File: src/hdl/gcml_pkg.sv
// ----------------------------------------------------------------------------
// gcml_pkg
// Shared constants, result codes, controller states and the command and
// status bundles between the controller and the datapath of the group cache
// directory.
// ----------------------------------------------------------------------------
package gcml_pkg;

    // directory geometry
    localparam int CACHE_ENTRIES = 8;
    localparam int GROUP_BITS    = 16;
    localparam int POS_W         = $clog2(CACHE_ENTRIES);
    localparam int COUNT_W       = $clog2(CACHE_ENTRIES + 1);
    localparam int SLOT_W        = 3;
    localparam int STATUS_W      = 2;

    // result beat layout
    localparam int RES_BITS = STATUS_W + SLOT_W + 1 + GROUP_BITS;
    localparam int OUT_W    = ((RES_BITS + 7) / 8) * 8;
    localparam int IN_W     = ((GROUP_BITS + 7) / 8) * 8;

    // result status codes
    localparam logic [STATUS_W-1:0] RES_HIT    = 2'd0;
    localparam logic [STATUS_W-1:0] RES_MISS   = 2'd1;
    localparam logic [STATUS_W-1:0] RES_RANGE  = 2'd2;
    localparam logic [STATUS_W-1:0] RES_INCONS = 2'd3;

    // controller states
    typedef enum logic {
        ST_IDLE,
        ST_LOOKUP
    } ctrl_state_t;

    // controller to datapath
    typedef struct packed {
        logic capture;   // take the request group from the input beat
        logic commit;    // update the directory and load the result register
    } dp_cmd_t;

    // datapath to controller and checks
    typedef struct packed {
        logic [COUNT_W-1:0] loaded_count;
    } dp_stat_t;

endpackage

File: src/hdl/gcml_ctrl.sv
// ----------------------------------------------------------------------------
// gcml_ctrl
// Request sequencer: takes one input beat, runs the lookup state and hands
// the result to the output register as soon as it is free.
// ----------------------------------------------------------------------------
module gcml_ctrl (
    input  logic              aclk,
    input  logic              aresetn,
    input  logic              s_tvalid,
    output logic              s_tready,
    output logic              m_tvalid,
    input  logic              m_tready,
    output gcml_pkg::dp_cmd_t cmd
);
    import gcml_pkg::*;

    ctrl_state_t state_reg, state_next;
    logic        m_valid_reg, m_valid_next;
    logic        out_free;

    assign out_free = !m_valid_reg || m_tready;

    // next state
    always_comb begin
        state_next = state_reg;
        case (state_reg)
            ST_IDLE: begin
                if (s_tvalid) begin
                    state_next = ST_LOOKUP;
                end
            end
            ST_LOOKUP: begin
                if (out_free) begin
                    state_next = ST_IDLE;
                end
            end
            default: state_next = ST_IDLE;
        endcase
    end

    // outputs and commands
    always_comb begin
        s_tready    = 1'b0;
        cmd.capture = 1'b0;
        cmd.commit  = 1'b0;
        case (state_reg)
            ST_IDLE: begin
                s_tready    = 1'b1;
                cmd.capture = s_tvalid;
            end
            ST_LOOKUP: begin
                cmd.commit = out_free;
            end
            default: begin
                s_tready = 1'b0;
            end
        endcase
    end

    // result beat valid flag
    always_comb begin
        m_valid_next = m_valid_reg;
        if (cmd.commit) begin
            m_valid_next = 1'b1;
        end else if (m_tready) begin
            m_valid_next = 1'b0;
        end
    end

    assign m_tvalid = m_valid_reg;

    always_ff @(posedge aclk) begin
        if (!aresetn) begin
            state_reg   <= ST_IDLE;
            m_valid_reg <= 1'b0;
        end else begin
            state_reg   <= state_next;
            m_valid_reg <= m_valid_next;
        end
    end

endmodule

File: src/hdl/gcml_dpath.sv
// ----------------------------------------------------------------------------
// gcml_dpath
// Directory registers, group count register, tag compare across all
// positions, move-to-front shift and the result register.
// ----------------------------------------------------------------------------
module gcml_dpath (
    input  logic                                  aclk,
    input  logic                                  aresetn,
    input  logic                                  cfg_wr_en,
    input  logic [gcml_pkg::GROUP_BITS-1:0]       cfg_wr_data,
    input  logic [gcml_pkg::GROUP_BITS-1:0]       s_group,
    input  gcml_pkg::dp_cmd_t                     cmd,
    output gcml_pkg::dp_stat_t                    stat,
    output logic [gcml_pkg::RES_BITS-1:0]         result
);
    import gcml_pkg::*;

    // directory state
    logic [GROUP_BITS-1:0] grp_reg   [CACHE_ENTRIES];
    logic [GROUP_BITS-1:0] grp_next  [CACHE_ENTRIES];
    logic                  vld_reg   [CACHE_ENTRIES];
    logic                  vld_next  [CACHE_ENTRIES];
    logic [SLOT_W-1:0]     slot_reg  [CACHE_ENTRIES];
    logic [SLOT_W-1:0]     slot_next [CACHE_ENTRIES];
    logic [COUNT_W-1:0]    cnt_reg, cnt_next;
    logic [GROUP_BITS-1:0] gcount_reg;
    logic [GROUP_BITS-1:0] req_reg;

    // result register
    logic [RES_BITS-1:0]   res_reg, res_next;

    // lookup signals
    logic                  out_of_range;
    logic                  front_hit;
    logic                  direct_mode;
    logic [CACHE_ENTRIES-1:0] match;
    logic                  found;
    logic [POS_W-1:0]      hit_pos;
    logic [COUNT_W-1:0]    cnt_inc;
    logic [POS_W-1:0]      victim;
    logic [POS_W-1:0]      sel_pos;
    logic [GROUP_BITS-1:0] sel_grp;
    logic                  sel_vld;
    logic [SLOT_W-1:0]     sel_slot;
    logic [STATUS_W-1:0]   r_status;
    logic [SLOT_W-1:0]     r_slot;
    logic                  r_ev;
    logic [GROUP_BITS-1:0] r_evg;

    assign out_of_range = req_reg >= gcount_reg;
    assign front_hit    = vld_reg[0] && (grp_reg[0] == req_reg);
    assign direct_mode  = gcount_reg <= GROUP_BITS'(CACHE_ENTRIES);

    // tag compare over the loaded positions
    always_comb begin
        for (int i = 0; i < CACHE_ENTRIES; i++) begin
            match[i] = vld_reg[i] && (grp_reg[i] == req_reg)
                       && (COUNT_W'(i) < cnt_reg);
        end
    end

    // lowest matching position
    always_comb begin
        found   = 1'b0;
        hit_pos = '0;
        for (int i = CACHE_ENTRIES - 1; i >= 0; i--) begin
            if (match[i]) begin
                found   = 1'b1;
                hit_pos = POS_W'(i);
            end
        end
    end

    // victim position on a miss
    assign cnt_inc = (cnt_reg < COUNT_W'(CACHE_ENTRIES)) ? cnt_reg + 1'b1 : cnt_reg;
    assign victim  = POS_W'(cnt_inc - 1'b1);

    // single position read
    assign sel_pos  = direct_mode ? req_reg[POS_W-1:0] : (found ? hit_pos : victim);
    assign sel_grp  = grp_reg[sel_pos];
    assign sel_vld  = vld_reg[sel_pos];
    assign sel_slot = slot_reg[sel_pos];

    // directory update and result
    always_comb begin
        for (int j = 0; j < CACHE_ENTRIES; j++) begin
            grp_next[j]  = grp_reg[j];
            vld_next[j]  = vld_reg[j];
            slot_next[j] = slot_reg[j];
        end
        cnt_next = cnt_reg;
        r_status = RES_HIT;
        r_slot   = '0;
        r_ev     = 1'b0;
        r_evg    = '0;

        if (out_of_range) begin
            r_status = RES_RANGE;
        end else if (front_hit) begin
            r_status = RES_HIT;
            r_slot   = slot_reg[0];
        end else if (direct_mode) begin
            r_slot = sel_slot;
            if (sel_vld) begin
                r_status = (sel_grp == req_reg) ? RES_HIT : RES_INCONS;
            end else begin
                r_status          = RES_MISS;
                grp_next[sel_pos] = req_reg;
                vld_next[sel_pos] = 1'b1;
            end
        end else begin
            // move the selected position to the front
            for (int j = 1; j < CACHE_ENTRIES; j++) begin
                if (POS_W'(j) <= sel_pos) begin
                    grp_next[j]  = grp_reg[j-1];
                    vld_next[j]  = vld_reg[j-1];
                    slot_next[j] = slot_reg[j-1];
                end
            end
            grp_next[0]  = req_reg;
            vld_next[0]  = 1'b1;
            slot_next[0] = sel_slot;
            r_slot       = sel_slot;
            if (found) begin
                r_status = RES_HIT;
            end else begin
                r_status = RES_MISS;
                cnt_next = cnt_inc;
                r_ev     = sel_vld;
                r_evg    = sel_vld ? sel_grp : '0;
            end
        end
        res_next = {r_evg, r_ev, r_slot, r_status};
    end

    // control state: directory tags, valid bits, slots, count, group count
    always_ff @(posedge aclk) begin
        if (!aresetn) begin
            for (int i = 0; i < CACHE_ENTRIES; i++) begin
                grp_reg[i]  <= '0;
                vld_reg[i]  <= 1'b0;
                slot_reg[i] <= SLOT_W'(i);
            end
            cnt_reg    <= '0;
            gcount_reg <= GROUP_BITS'(1);
        end else begin
            if (cmd.commit) begin
                for (int i = 0; i < CACHE_ENTRIES; i++) begin
                    grp_reg[i]  <= grp_next[i];
                    vld_reg[i]  <= vld_next[i];
                    slot_reg[i] <= slot_next[i];
                end
                cnt_reg <= cnt_next;
            end
            if (cfg_wr_en) begin
                gcount_reg <= cfg_wr_data;
            end
        end
    end

    // payload registers
    always_ff @(posedge aclk) begin
        if (cmd.capture) begin
            req_reg <= s_group;
        end
        if (cmd.commit) begin
            res_reg <= res_next;
        end
    end

    assign result            = res_reg;
    assign stat.loaded_count = cnt_reg;

endmodule

File: src/hdl/group_cache_move_to_front_lru_unit.sv
// ----------------------------------------------------------------------------
// group_cache_move_to_front_lru_unit
// Move-to-front directory of cached group numbers with direct and LRU modes.
// ----------------------------------------------------------------------------
// A request beat is accepted into the request register, and the lookup state
// that follows compares the group against all eight directory positions in
// parallel, in LRU mode shifts the directory to move the chosen entry to the
// front, and loads the result register. A request is held in the lookup
// state for as long as the previous result is still waiting on the result
// channel. The user must write the group count register only while no
// request is in progress; the block does not enforce it. It resets to one.
module group_cache_move_to_front_lru_unit (
    input  logic                            aclk,
    input  logic                            aresetn,
    input  logic                            cfg_wr_en,
    input  logic [gcml_pkg::GROUP_BITS-1:0] cfg_wr_data,   // group_count
    input  logic                            s_tvalid,
    output logic                            s_tready,
    input  logic [gcml_pkg::IN_W-1:0]       s_tdata,       // group
    output logic                            m_tvalid,
    input  logic                            m_tready,
    output logic [gcml_pkg::OUT_W-1:0]      m_tdata        // status, slot, evicted, evicted_group
);
    import gcml_pkg::*;

    dp_cmd_t             cmd;
    dp_stat_t            stat;
    logic [RES_BITS-1:0] result;

    gcml_ctrl u_ctrl (
        .aclk     (aclk),
        .aresetn  (aresetn),
        .s_tvalid (s_tvalid),
        .s_tready (s_tready),
        .m_tvalid (m_tvalid),
        .m_tready (m_tready),
        .cmd      (cmd)
    );

    gcml_dpath u_dpath (
        .aclk        (aclk),
        .aresetn     (aresetn),
        .cfg_wr_en   (cfg_wr_en),
        .cfg_wr_data (cfg_wr_data),
        .s_group     (s_tdata[GROUP_BITS-1:0]),
        .cmd         (cmd),
        .stat        (stat),
        .result      (result)
    );

    // result beat, zero padded to whole bytes
    assign m_tdata = OUT_W'(result);

    // checks
    a_one_beat_in_lookup: assert property (@(posedge aclk) disable iff (!aresetn)
        (s_tvalid && s_tready) |=> !s_tready)
        else $error("input beat accepted during lookup");

    a_no_capture_on_commit: assert property (@(posedge aclk) disable iff (!aresetn)
        !(cmd.capture && cmd.commit))
        else $error("capture and commit in the same cycle");

    a_commit_shows_result: assert property (@(posedge aclk) disable iff (!aresetn)
        cmd.commit |=> m_tvalid)
        else $error("committed result not presented");

    a_count_bounded: assert property (@(posedge aclk) disable iff (!aresetn)
        stat.loaded_count <= COUNT_W'(CACHE_ENTRIES))
        else $error("loaded count beyond directory size");

endmodule

File: config.mk
export PLATFORM = sky130hd
export DESIGN_NAME = group_cache_move_to_front_lru_unit
export DESIGN_NICKNAME = d
export VERILOG_FILES = /design/src/hdl/gcml_pkg.sv /design/src/hdl/gcml_ctrl.sv /design/src/hdl/gcml_dpath.sv /design/src/hdl/group_cache_move_to_front_lru_unit.sv
export SDC_FILE = /design/constraint.sdc
export NUM_CORES = 1
export LEC_CHECK = 0
export BUFFER_PORTS_ARGS = -buffer_cell sky130_fd_sc_hd__buf_2
export CORE_UTILIZATION = 43
export CTS_CLUSTER_DIAMETER = 60
export DETAILED_ROUTE_END_ITERATION = 10
export GPL_TIMING_DRIVEN = 1
export SLEW_MARGIN = 20
export SYNTH_ARGS = -nofsm -noshare
export SYNTH_HDL_FRONTEND = slang
export SYNTH_SLANG_ARGS = --single-unit
File: constraint.sdc
create_clock -name aclk -period 11.8 [get_ports aclk]
set_input_delay 1.77 -clock aclk [delete_from_list [all_inputs] [get_ports aclk]]
set_output_delay 1.77 -clock aclk [all_outputs]
set_load 0.02 [all_outputs]
Word-level counts from Yosys, hierarchy flattened
Memories as Yosys holds them, arrays and structs flattened. Index checks and enable logic that the tools add are counted. Widths: inputs -> output; s select.

Memory bits (writable): 160. Word-level logic and storage cells: 202. Register bits: 60. Memories kept: 3. Output and inout bits: 26.

Reduce and logical (&&, ||, !) cells: 25. Bitwise gates (word level): 32. $add $sub $neg: 2. Eq/ne operators: 13. Magnitude comparators: 20. Muxes and demuxes: 98.

Memories: u_dpath.grp_reg (depth 8, bits a word 16, rd ports 9, clocked after memory_dff 0, write ports 8, RTL line gcml_dpath.sv:19) `logic [GROUP_BITS-1:0] grp_reg [CACHE_ENTRIES];`; u_dpath.slot_reg (depth 8, bits a word 3, rd ports 8, clocked after memory_dff 0, write ports 8, RTL line gcml_dpath.sv:23) `logic [SLOT_W-1:0] slot_reg [CACHE_ENTRIES];`; u_dpath.vld_reg (depth 8, bits a word 1, rd ports 9, clocked after memory_dff 0, write ports 8, RTL line gcml_dpath.sv:21) `logic vld_reg [CACHE_ENTRIES];`.

Operators with widths (number): $mux 128 (4); $mux 16 (16); $eq 16x16->1 (9); $bwmux 128 (1); $mux 3 (26); $mux 24 (3); $demux 16 s3 (1); $mux 1 (36); $mux 8 (4); $or 1x1->1 (24); $logic_and 1x1->1 (17); $ge 16x16->1 (1); $le 16x4->1 const B (1); $lt 3x4->1 const A (4); $le 3x3->1 const A (4); $reduce_and 5->1 (2); $lt 1x4->1 const A (2); $lt 2x4->1 const A (2); $mux 2 (4); $or 8x8->8 (1); $le 2x3->1 const A (2); $not 1->1 (6); $reduce_or 5->1 (1); $add 4x1->4 const B (1); 18 further kinds (18).

Logic depth before layout (Yosys ltp)
Gate-level depths: netlist of the first run. An unclocked memory read counts as a cell.

Word-level depth: 25. Gate-level depth with buffers: 20. Depth with buffers taken out: 17.

Cells and area by module
Synthesis of the first run repeated with hierarchy kept, for this count alone.

Cell total of the unflattened synthesis: 1529. Area, all modules: 14964.4 um^2.

By module, submodules not included: gcml_dpath (sequential area each 6346.1 um^2, area each 14835.5 um^2, times used 1, cells each 1516); gcml_ctrl (sequential area each 40.0 um^2, area each 110.1 um^2, times used 1, cells each 10); group_cache_move_to_front_lru_unit (sequential area each 0.0 um^2, area each 18.8 um^2, times used 1, cells each 3).

Worst setup path before layout of the first run
Ideal clock, no wire load.

Path type: register to register. From: register u_dpath.req_reg[12] (netlist name). To: memory u_dpath.grp_reg[6][0], enable pin. Slack: 6.892 ns. Stages on the path, launching flop included: 18. Period minus slack after synthesis: 4.908 ns. Data arrival time: 4.506 ns. Setup time: 0.401 ns. Data required time: 11.399 ns. Path buffers: 2. Cell sequence: edfxtp_1 > buf_4 > xor2_1 > nor4b_1 > nand3_1 > nor3_2 > nor4_2 > o41a_1 > buf_2 > a31oi_4 > mux2_2 > o211a_2 > and2_1 > nor2_1 > nor2_1 > inv_2 > nand2_1 > a31oi_1.

RTL lines (RTL line): to (decl) (gcml_dpath.sv:19).

==> flow_summary.toml, run 1 <==
[timing]
rsz0062_at_grt = "no"
worst_pin_slew_ns = 1.118
holdWs_ns = 0.5239
fin_skew_ns = 0.01364
worst_slack_ns = 5.399
post-route-period-util_pct = 54.25
finalSetupTns_ns = 0
relSlewSlack_pct = 25.46
min_period_ns = 6.401
hold_viol = 0
finalSetupViolCount = 0
maxSlewViolCount = 0
clock.fmax_ghz = 0.1562

[flow_run]
maxCapViolations = 0

[floorplanning]
coreArea_um2 = 34460
die_x_um = 188.8
ioPinCount = 63
start_util_pct = 43.53
dieArea_um2 = 35630
rows = 68
dieHeight_um = 188.8

[global_routing]
antenna_found_initial = 1
grt_max_degree = 86
grt_pass1_wl_mm = 79.72
overflow = 0
grt_pass1_vias = 12240
grt_usage_pct = 29.56

[routing]
wl_per_cell_um = 26.54
viasPerCell = 6.394
drt-total-wl_mm = 53.06
drt_first_pass_iters = 6
ant_nets = 0
drc_errors = 0
drtIter0Drc = 1595
vias = 12780

[finish]
synthToLayoutAreaGrowth_pct = 9.643
largest_reg_flops = 128
multi_input_area_um2 = 7873
regArea_um2 = 6386
post-route-cell-area_um2 = 16450
nFillCells = 3287
final_nets = 1579
drive_gt1_share_pct = 12.18

[placement]
globalplace.congestion = 1.022
port_buffers = 60
place_area_um2 = 15520
post-place-ws_ns = 5.575
dp_hpwl_mm = 37.35

[worst_hold_path]
holdPathStages = 2
min_path_type = "register to register"
min_from = "u_ctrl.state_reg"
whs_endpoint = "u_ctrl.state_reg"

[yosys]
synth_top_area_cell = "edfxtp_1"
yosysSeqAreaShare_pct = 42.58
async_flop_share_pct = 0
synthTopCellsByArea = "edfxtp_1, mux2i_1, xor2_1"
synth-edff-count = 198
syn_area_per_cell_um2 = 9.797
synth.top_cells.by_count = "edfxtp_1, nor2_1, nand2_1"
synth.yosys.warnings = 0
synth_top_area_share_pct = 39.64
synth-seq-cells = 220
synth_cell_type_count = 82
synth.most_common_cell = "edfxtp_1"
syn-cell-area_um2 = 15000
netlist_instances = 1531
synth_ff_type = "edfxtp_1"

[power]
max-vdd-ir-drop_v = 0.0001074
p_leak_nw = 6.128
cellPowerDensity_nw_per_um2 = 157.0

[clocking]
clockBufferDepth = 3
cts_setup_buffers = 0
htreeDepth = 1
hold_buffers = 0
clock-sinks = 220
cts_buffers = 28
root_buffer = "clkbuf_16"
cts_tree = "done"
clk_pin_slew_worst_paths_ns = 0.06
cts_resized = 0
clock_latency_ns = 0.55

[critical_path]
crit_path_start = "u_dpath.req_reg[7]"
max_stage_delay_ns = 1.09
crit_path_frequent_cell = "nor2_1"
rrSetupSlack_ns = 5.40
cpMaxStageDelayCell = "edfxtp_1"
reg2reg_depth = 16
path_buf_inv = 3
path_class = "register to register"
worstPathMaxFanout = 37
cp-start-kind = "register"
critical_path.top_delay_family = "simple AND/OR/NAND/NOR gates"
r2r_end = "u_dpath.grp_reg[0][14]"
reg2reg_from = "u_dpath.req_reg[7]"
cp-end-kind = "register"
cp.required_ns = 11.98
cp_data_arrival_time_ns = 6.58
worstPathCellList = "xnor2_1 -> nand4_1 -> nor4_1 -> and4bb_1 -> nor4_2 -> nand3b_1 -> a31oi_4 -> buf_4 -> mux2_2 -> o211a_2 -> and2_1 -> nor2_1 -> nor2_1 -> inv_2 -> nand2_1 -> inv_1"

[outcome]
status = "completed"
## layout make-up
type / count / share of cell area [%]
sequential: 220 / 38.83
clock buffer: 38 / 4.869
multi-input combinational: 1141 / 47.87
antenna: 1 / 0.01522
inverter: 36 / 0.8217
timing repair buffer: 95 / 3.424
clock inverter: 13 / 0.7075
tap: 455 / 3.462
## metal layers
metal / global-route usage [%] / vias to the layer above / routed length (um)
li1: - / 5641 / -
met1: 40.64 / 6172 / 21920
met2: 45.87 / 831 / 23370
met3: 6.053 / 138 / 5587
met4: 10.76 / 0 / 2182
met5: 0 / - / 0
## through the flow
step,utilization [%],total power [mW],std cells
floorplan,-,1.485,1532
global placement,45.02,1.706,1946
detailed placement,45.03,1.712,1946
CTS,47.69,2.569,1997
global route,47.72,2.663,1998
finish,47.73,2.582,1999
## kinds of logic after synthesis
logic type | count (synthesis) | synth area share [%]
mux | 141 | 9.651
compound gates | 288 | 14.51
xor+xnor | 146 | 8.525
other cells | 1 | 0.02500
simple gates | 544 | 17.67
buf+inv | 171 | 5.380
flops | 220 | 42.58
fa+ha+maj | 20 | 1.668
## worst min-delay path: cells and delay by family (launching register included)
kind             cells  cell delay [ns]
DFF                  1             0.33
and+or+nand+nor      2             0.15
## cell usage in the layout (no fill, tap or decap), types with 21 or more instances in the layout
cell type	synthesis	layout
edfxtp_1	198	198
nor2_1	161	161
nand2_1	153	152
mux2i_1	121	121
xor2_1	76	76
xnor2_1	70	70
buf_2	21	60
o21ai_0	54	54
a311oi_1	54	54
nand3_1	45	44
nor4_1	39	39
a21oi_1	36	36
inv_1	35	35
buf_4	25	35
clkbuf_16	0	30
o211a_1	27	27
nand4_1	25	25
a32oi_1	23	23
dfxtp_1	22	22
nor2b_1	21	21
## where the power goes
group          internal, mW  switching [mW]  leakage, nW  total [mW]
clock                 0.502           0.360        0.451       0.862
sequential            0.950           0.134         2.16        1.08
combinational         0.229           0.406         3.52       0.635
## worst max path at each step
stage	slack [ns]	end	cells past startpoint
floorplan	6.89	u_dpath.grp_reg[6][0]	17
global placement	5.67	u_dpath.grp_reg[0][6]	16
detailed placement	5.58	u_dpath.grp_reg[0][6]	16
CTS	5.55	u_dpath.grp_reg[0][15]	16
global route	5.13	u_dpath.grp_reg[0][15]	15
finish	5.40	u_dpath.grp_reg[0][14]	16
Power figures use the tool's default switching activity.
==> run 2: changes to the inputs <==
==> constraint.sdc (replaced) <==
create_clock -name aclk -period 6.1 [get_ports aclk]
set_input_delay 0.915 -clock aclk [delete_from_list [all_inputs] [get_ports aclk]]
set_output_delay 0.915 -clock aclk [all_outputs]
set_load 0.02 [all_outputs]
==> run 2 against run 1 <==
  * Count of clock-buffer cells in the layout is 4 lower
  * Clock power increased by 93%
  * Critical path type unchanged
  * Hold slack improved by 0.0043 ns
  * Register-to-register slack got worse by 5.0 ns
  * Total power up 96%
==> flow_summary.toml, run 2 (synthesis results as in run 1) <==
[outcome]
status = "completed"

[critical_path]
reg2reg_from = "u_dpath.req_reg[9]"
endpoint = "u_dpath.result[1]"
worstPathMaxFanout = 18
path_class = "register to register"
cp-start-kind = "register"
crit_path_frequent_cell = "nor4_2"
max_stage_delay_ns = 1.07
reg2reg_depth = 13
cp.required_ns = 6.40
r2r_end = "u_dpath.result[1]"
crit_path_start = "u_dpath.req_reg[9]"
cp-end-kind = "register"
worstPathCellList = "xor2_1 -> nor4_1 -> and3_1 -> and2_1 -> nor4_2 -> and3b_1 -> o41a_1 -> a2bb2oi_1 -> o221ai_1 -> o21a_1 -> or4_1 -> nor4_2 -> o21ai_1"
cpMaxStageDelayCell = "edfxtp_1"
cp_data_arrival_time_ns = 6.00
crit_cells = 13
critical_path.top_delay_family = "simple AND/OR/NAND/NOR gates"
path_buf_inv = 0
rrSetupSlack_ns = 0.40

[global_routing]
grt_max_degree = 106
antenna_found_initial = 1
grt_pass1_wl_mm = 82.47
overflow = 0
grt_usage_pct = 31.42
grt_pass1_vias = 12170

[timing]
clock.fmax_ghz = 0.1755
finalSetupTns_ns = 0
min_period_ns = 5.700
fin_skew_ns = 0.01846
finalSetupViolCount = 0
relSlewSlack_pct = 27.01
rsz0062_at_grt = "no"
maxSlewViolCount = 0
post-route-period-util_pct = 93.44
hold_viol = 0
worst_pin_slew_ns = 1.095

[finish]
post-route-cell-area_um2 = 16730
diodes = 0
final_nets = 1617
synthToLayoutAreaGrowth_pct = 11.54
regArea_um2 = 6386
most-common-layout-cells = "edfxtp_1, nor2_1, nand2_1"
largest_reg_flops = 128
nFillCells = 3238
final_common_cell = "edfxtp_1"
final_cells = 2036
drive_gt1_share_pct = 13.98
multi_input_area_um2 = 7855

[worst_hold_path]
min_path_type = "input port to register"
min_from = "s_tdata[12]"

[power]
p_leak_nw = 6.310
pwr-share-clk_pct = 32.7
p_switching_mw = 1.778
cellPowerDensity_nw_per_um2 = 302.6
p_int_mw = 3.284
p_comb_share_pct = 25.4
pwr-share-seq_pct = 41.8
switching_share_pct = 35.12
max-vdd-ir-drop_v = 0.0002380

[routing]
drtIter0Drc = 1685
wl_per_cell_um = 27.73
drt-total-wl_mm = 56.46
viasPerCell = 6.366
ant_nets = 0
drt_first_pass_iters = 5
drc_errors = 0
vias = 12960

[floorplanning]
dieArea_um2 = 35630
coreArea_um2 = 34460
die_x_um = 188.8
ioPinCount = 63
dieHeight_um = 188.8
rows = 68
start_util_pct = 43.53

[clocking]
clk_pin_slew_worst_paths_ns = 0.06
cts_resized = 0
cts_tree = "done"
clockBufferDepth = 3
htreeDepth = 1
cts_setup_buffers = 0
cts_buffers = 29
hold_buffers = 0
root_buffer = "clkbuf_16"
clock_latency_ns = 0.57
clock-sinks = 220

[placement]
place_inst = 1984
port_buffers = 60
globalplace.congestion = 0.9880
place_area_um2 = 15820
dp_hpwl_mm = 41.38

[flow_run]
maxCapViolations = 0
-- run 2: changes by cell type in the layout (fill, tap and decap cells not counted), moves of 2 or more --
cell      change
buf_12        +3
buf_4        +34
clkinv_1      +4
clkbuf_8      -2
inv_6         +2
-- run 2: layout make-up --
type / count / share of cell area [%]
clock buffers: 34 / 4.450
clock inverters: 18 / 0.9722
repair buffers: 132 / 5.250
inverters: 36 / 0.8077
flip-flops and latches: 220 / 38.17
multi-input cells: 1141 / 46.95
well taps: 455 / 3.403
-- run 2: worst min-delay path by stage --
stage / slack (ns) / depth (start not counted) / to
finish: 0.53 / 1 / u_dpath.req_reg[12]
global route: 0.51 / 1 / u_dpath.req_reg[10]
CTS: 0.51 / 1 / u_dpath.req_reg[12]
detailed placement: 0.51 / 1 / u_dpath.slot_reg[7][1]
global placement: 0.50 / 1 / u_dpath.slot_reg[7][1]
floorplan: 0.47 / 2 / u_dpath.gcount_reg[0]
-- run 2: through the flow --
step / util [%] / total power [mW] / hold slack [ns] / worst slack [ns]
after global placement: 45.92 / 3.391 / 0.5029 / 0.5589
after floorplan: - / 2.872 / 0.4690 / 1.192
after global routing: 48.55 / 5.235 / 0.5099 / 0.1635
after detailed placement: 45.92 / 3.396 / 0.5145 / 0.4863
final: 48.55 / 5.062 / 0.5283 / 0.4004
after CTS: 48.55 / 5.052 / 0.5072 / 0.4490
-- run 2: power by group through the flow --
stage | combinational (mW) | sequential [mW] | clock [mW]
floorplan | 0.880 | 1.99 | 0
global placement | 1.26 | 2.13 | 0
detailed placement | 1.27 | 2.13 | 0
CTS | 1.27 | 2.10 | 1.68
global route | 1.38 | 2.12 | 1.73
finish | 1.29 | 2.12 | 1.66
-- run 2: metal layers --
metal	vias to the layer above	GRT usage, %	share of wire (%)
met1	6439	44.16	43
met4	2	11.88	4.2
met3	125	4.973	7.9
met5	-	0	0.023
met2	678	48.49	45
li1	5718	-	-
==> run 3: changes to the inputs <==
--- a/config.mk
+++ b/config.mk
@@ -10,7 +10,9 @@
 export CTS_CLUSTER_DIAMETER = 60
 export DETAILED_ROUTE_END_ITERATION = 10
 export GPL_TIMING_DRIVEN = 1
+export MAX_ROUTING_LAYER = met4
 export SLEW_MARGIN = 20
 export SYNTH_ARGS = -nofsm -noshare
 export SYNTH_HDL_FRONTEND = slang
+export SYNTH_HIERARCHICAL = 1
 export SYNTH_SLANG_ARGS = --single-unit
==> run 3 against run 2 <==
  * Global-route usage grew 2.5 points
  * First-iteration DRC count decreased by 3.4%
  * Combinational power shrank 5%
  * Via count increased by 1.3%
==> flow_summary.toml, run 3 <==
[outcome]
status = "completed"

[timing]
worst_pin_slew_ns = 1.044
fin_skew_ns = 0.01114
post-route-period-util_pct = 92.15
hold_viol = 0
min_period_ns = 5.621
worst_slack_ns = 0.4788
relSlewSlack_pct = 30.31
maxSlewViolCount = 0
finalSetupTns_ns = 0
finalSetupViolCount = 0
clock.fmax_ghz = 0.1779
rsz0062_at_grt = "no"

[finish]
most-common-layout-cells = "edfxtp_1, nor2_1, mux2i_1"
nFillCells = 3123
final_common_cell = "edfxtp_1"
regArea_um2 = 6386
largest_reg_flops = 128
synthToLayoutAreaGrowth_pct = 12.34
final_util_pct = 49.64
drive_gt1_share_pct = 14.39
multi_input_area_um2 = 7880
final_nets = 1619
post-route-cell-area_um2 = 16810

[floorplanning]
rows = 67
ioPinCount = 63
dieHeight_um = 188.6
dieArea_um2 = 35550
coreArea_um2 = 33870
die_x_um = 188.6
start_util_pct = 44.19

[placement]
dp_hpwl_mm = 42.12
globalplace.congestion = 1.071
port_buffers = 60
place_area_um2 = 15860
post-place-ws_ns = 0.6847

[yosys]
synth_cell_type_count = 78
synthTopCellsByArea = "edfxtp_1, mux2i_1, nor2_1"
syn-cell-area_um2 = 14960
syn_area_per_cell_um2 = 9.787
synth.most_common_cell = "edfxtp_1"
synth.top_cells.by_count = "edfxtp_1, nor2_1, mux2i_1"
synth-edff-count = 198
synth.yosys.warnings = 6
yosysSeqAreaShare_pct = 42.68
synth_top_area_cell = "edfxtp_1"
netlist_instances = 1529
synth_ff_type = "edfxtp_1"
synth-seq-cells = 220
synth_top_area_share_pct = 39.73
async_flop_share_pct = 0

[global_routing]
grt_max_degree = 100
antenna_found_initial = 2
overflow = 0
grt_pass1_vias = 12430
grt_pass1_wl_mm = 86.06
grt_usage_pct = 33.92

[critical_path]
path_buf_inv = 3
worstPathCellList = "buf_4 -> xor2_1 -> or4_1 -> nor3_1 -> nand4_1 -> nand4_1 -> o31ai_2 -> a31oi_2 -> buf_4 -> nand3_1 -> a31oi_1 -> nor2_1 -> nand3b_1 -> o21ai_1 -> buf_4"
cp_data_arrival_time_ns = 5.88
critical_path.top_delay_family = "simple AND/OR/NAND/NOR gates"
rrSetupSlack_ns = 0.48
cp.required_ns = 6.36
worstPathMaxFanout = 16
cp-start-kind = "register"
crit_path_frequent_cell = "buf_4"
max_stage_delay_ns = 0.77
path_class = "register to register"
cpMaxStageDelayCell = "edfxtp_1"
cp-end-kind = "register"

[routing]
viasPerCell = 6.456
wl_per_cell_um = 28.96
vias = 13130
drt_first_pass_iters = 6
drt-total-wl_mm = 58.91
drtIter0Drc = 1627
ant_nets = 0
drc_errors = 0

[power]
cellPowerDensity_nw_per_um2 = 290.6
pwr-share-clk_pct = 35.0
p_switching_mw = 1.673
pwr-share-seq_pct = 39.7
p_int_mw = 3.212
p_leak_nw = 6.350
switching_share_pct = 34.24
p_comb_share_pct = 25.3
max-vdd-ir-drop_v = 0.0002247

[clocking]
cts_resized = 0
cts_buffers = 30
clk_pin_slew_worst_paths_ns = 0.06
clock-sinks = 220
hold_buffers = 0
clock_latency_ns = 0.58
cts_setup_buffers = 0
htreeDepth = 1
cts_tree = "done"
root_buffer = "clkbuf_16"
clockBufferDepth = 3

[worst_hold_path]
min_path_type = "register to register"

[flow_run]
maxCapViolations = 0
run 3: worst register-to-register path: cells and delay by family (launching register included):
family / cells / cell delay (ns)
buffers and inverters: 3 / 1.03
AO/OA/AOI/OAI: 4 / 1.50
AND/OR/NAND/NOR: 7 / 1.89
XOR/XNOR: 1 / 0.12
flip-flops: 1 / 0.77
run 3: per-layer routing:
layer  part of all wire, %  vias up  track usage (%)
met5                     0        -                -
met4                   6.5        0            17.71
met3                   9.2      230            6.016
met2                    43      782            48.78
met1                    42     6388            45.47
li1                      -     5731                -
run 3: power groups by stage:
stage               clock network, mW  registers (mW)  logic, mW
floorplan                           0            1.88      0.822
global placement                    0            1.96       1.19
detailed placement                  0            1.96       1.20
CTS                              1.73            1.93       1.20
global route                     1.79            1.94       1.31
finish                           1.71            1.94       1.23
run 3: worst paths after layout:
check	start	endpoint	cells after the start
worst max-delay path	u_dpath/req_reg[12]	u_dpath/grp_reg[4][3]	15
worst min-delay path	u_ctrl/m_tvalid	u_ctrl/state_reg	2
worst max register to register	u_dpath/req_reg[12]	u_dpath/grp_reg[4][3]	15
worst min register to register	u_ctrl/m_tvalid	u_ctrl/state_reg	2
run 3: cell families after synthesis:
kind of cell	Yosys count	share of synthesized area (%)
and+or+nand+nor	504	16.27
AOI/OAI and AO/OA	312	14.57
DFF	220	42.68
buffers and inverters	162	5.092
muxes	160	10.91
xor gates and xnor gates	150	8.779
adders and majority gates	20	1.672
other	1	0.02506
run 3: per-stage QoR:
stage	cells	total power, mW	hold WS, ns
floorplan	1530	2.698	0.4716
global placement	1978	3.155	0.4904
detailed placement	1978	3.158	0.4955
CTS	2032	4.866	0.4907
global route	2034	5.039	0.4986
finish	2034	4.885	0.4939
run 3: final cells by class:
| type | instances | area share (%) |
|---|---|---|
| timing repair buffer | 132 | 5.448 |
| antenna | 2 | 0.02977 |
| clock inverter | 18 | 0.9303 |
| inverter | 30 | 0.6698 |
| multi-input combinational | 1148 | 46.87 |
| sequential | 220 | 37.99 |
| clock buffer | 36 | 4.726 |
| tap | 448 | 3.334 |
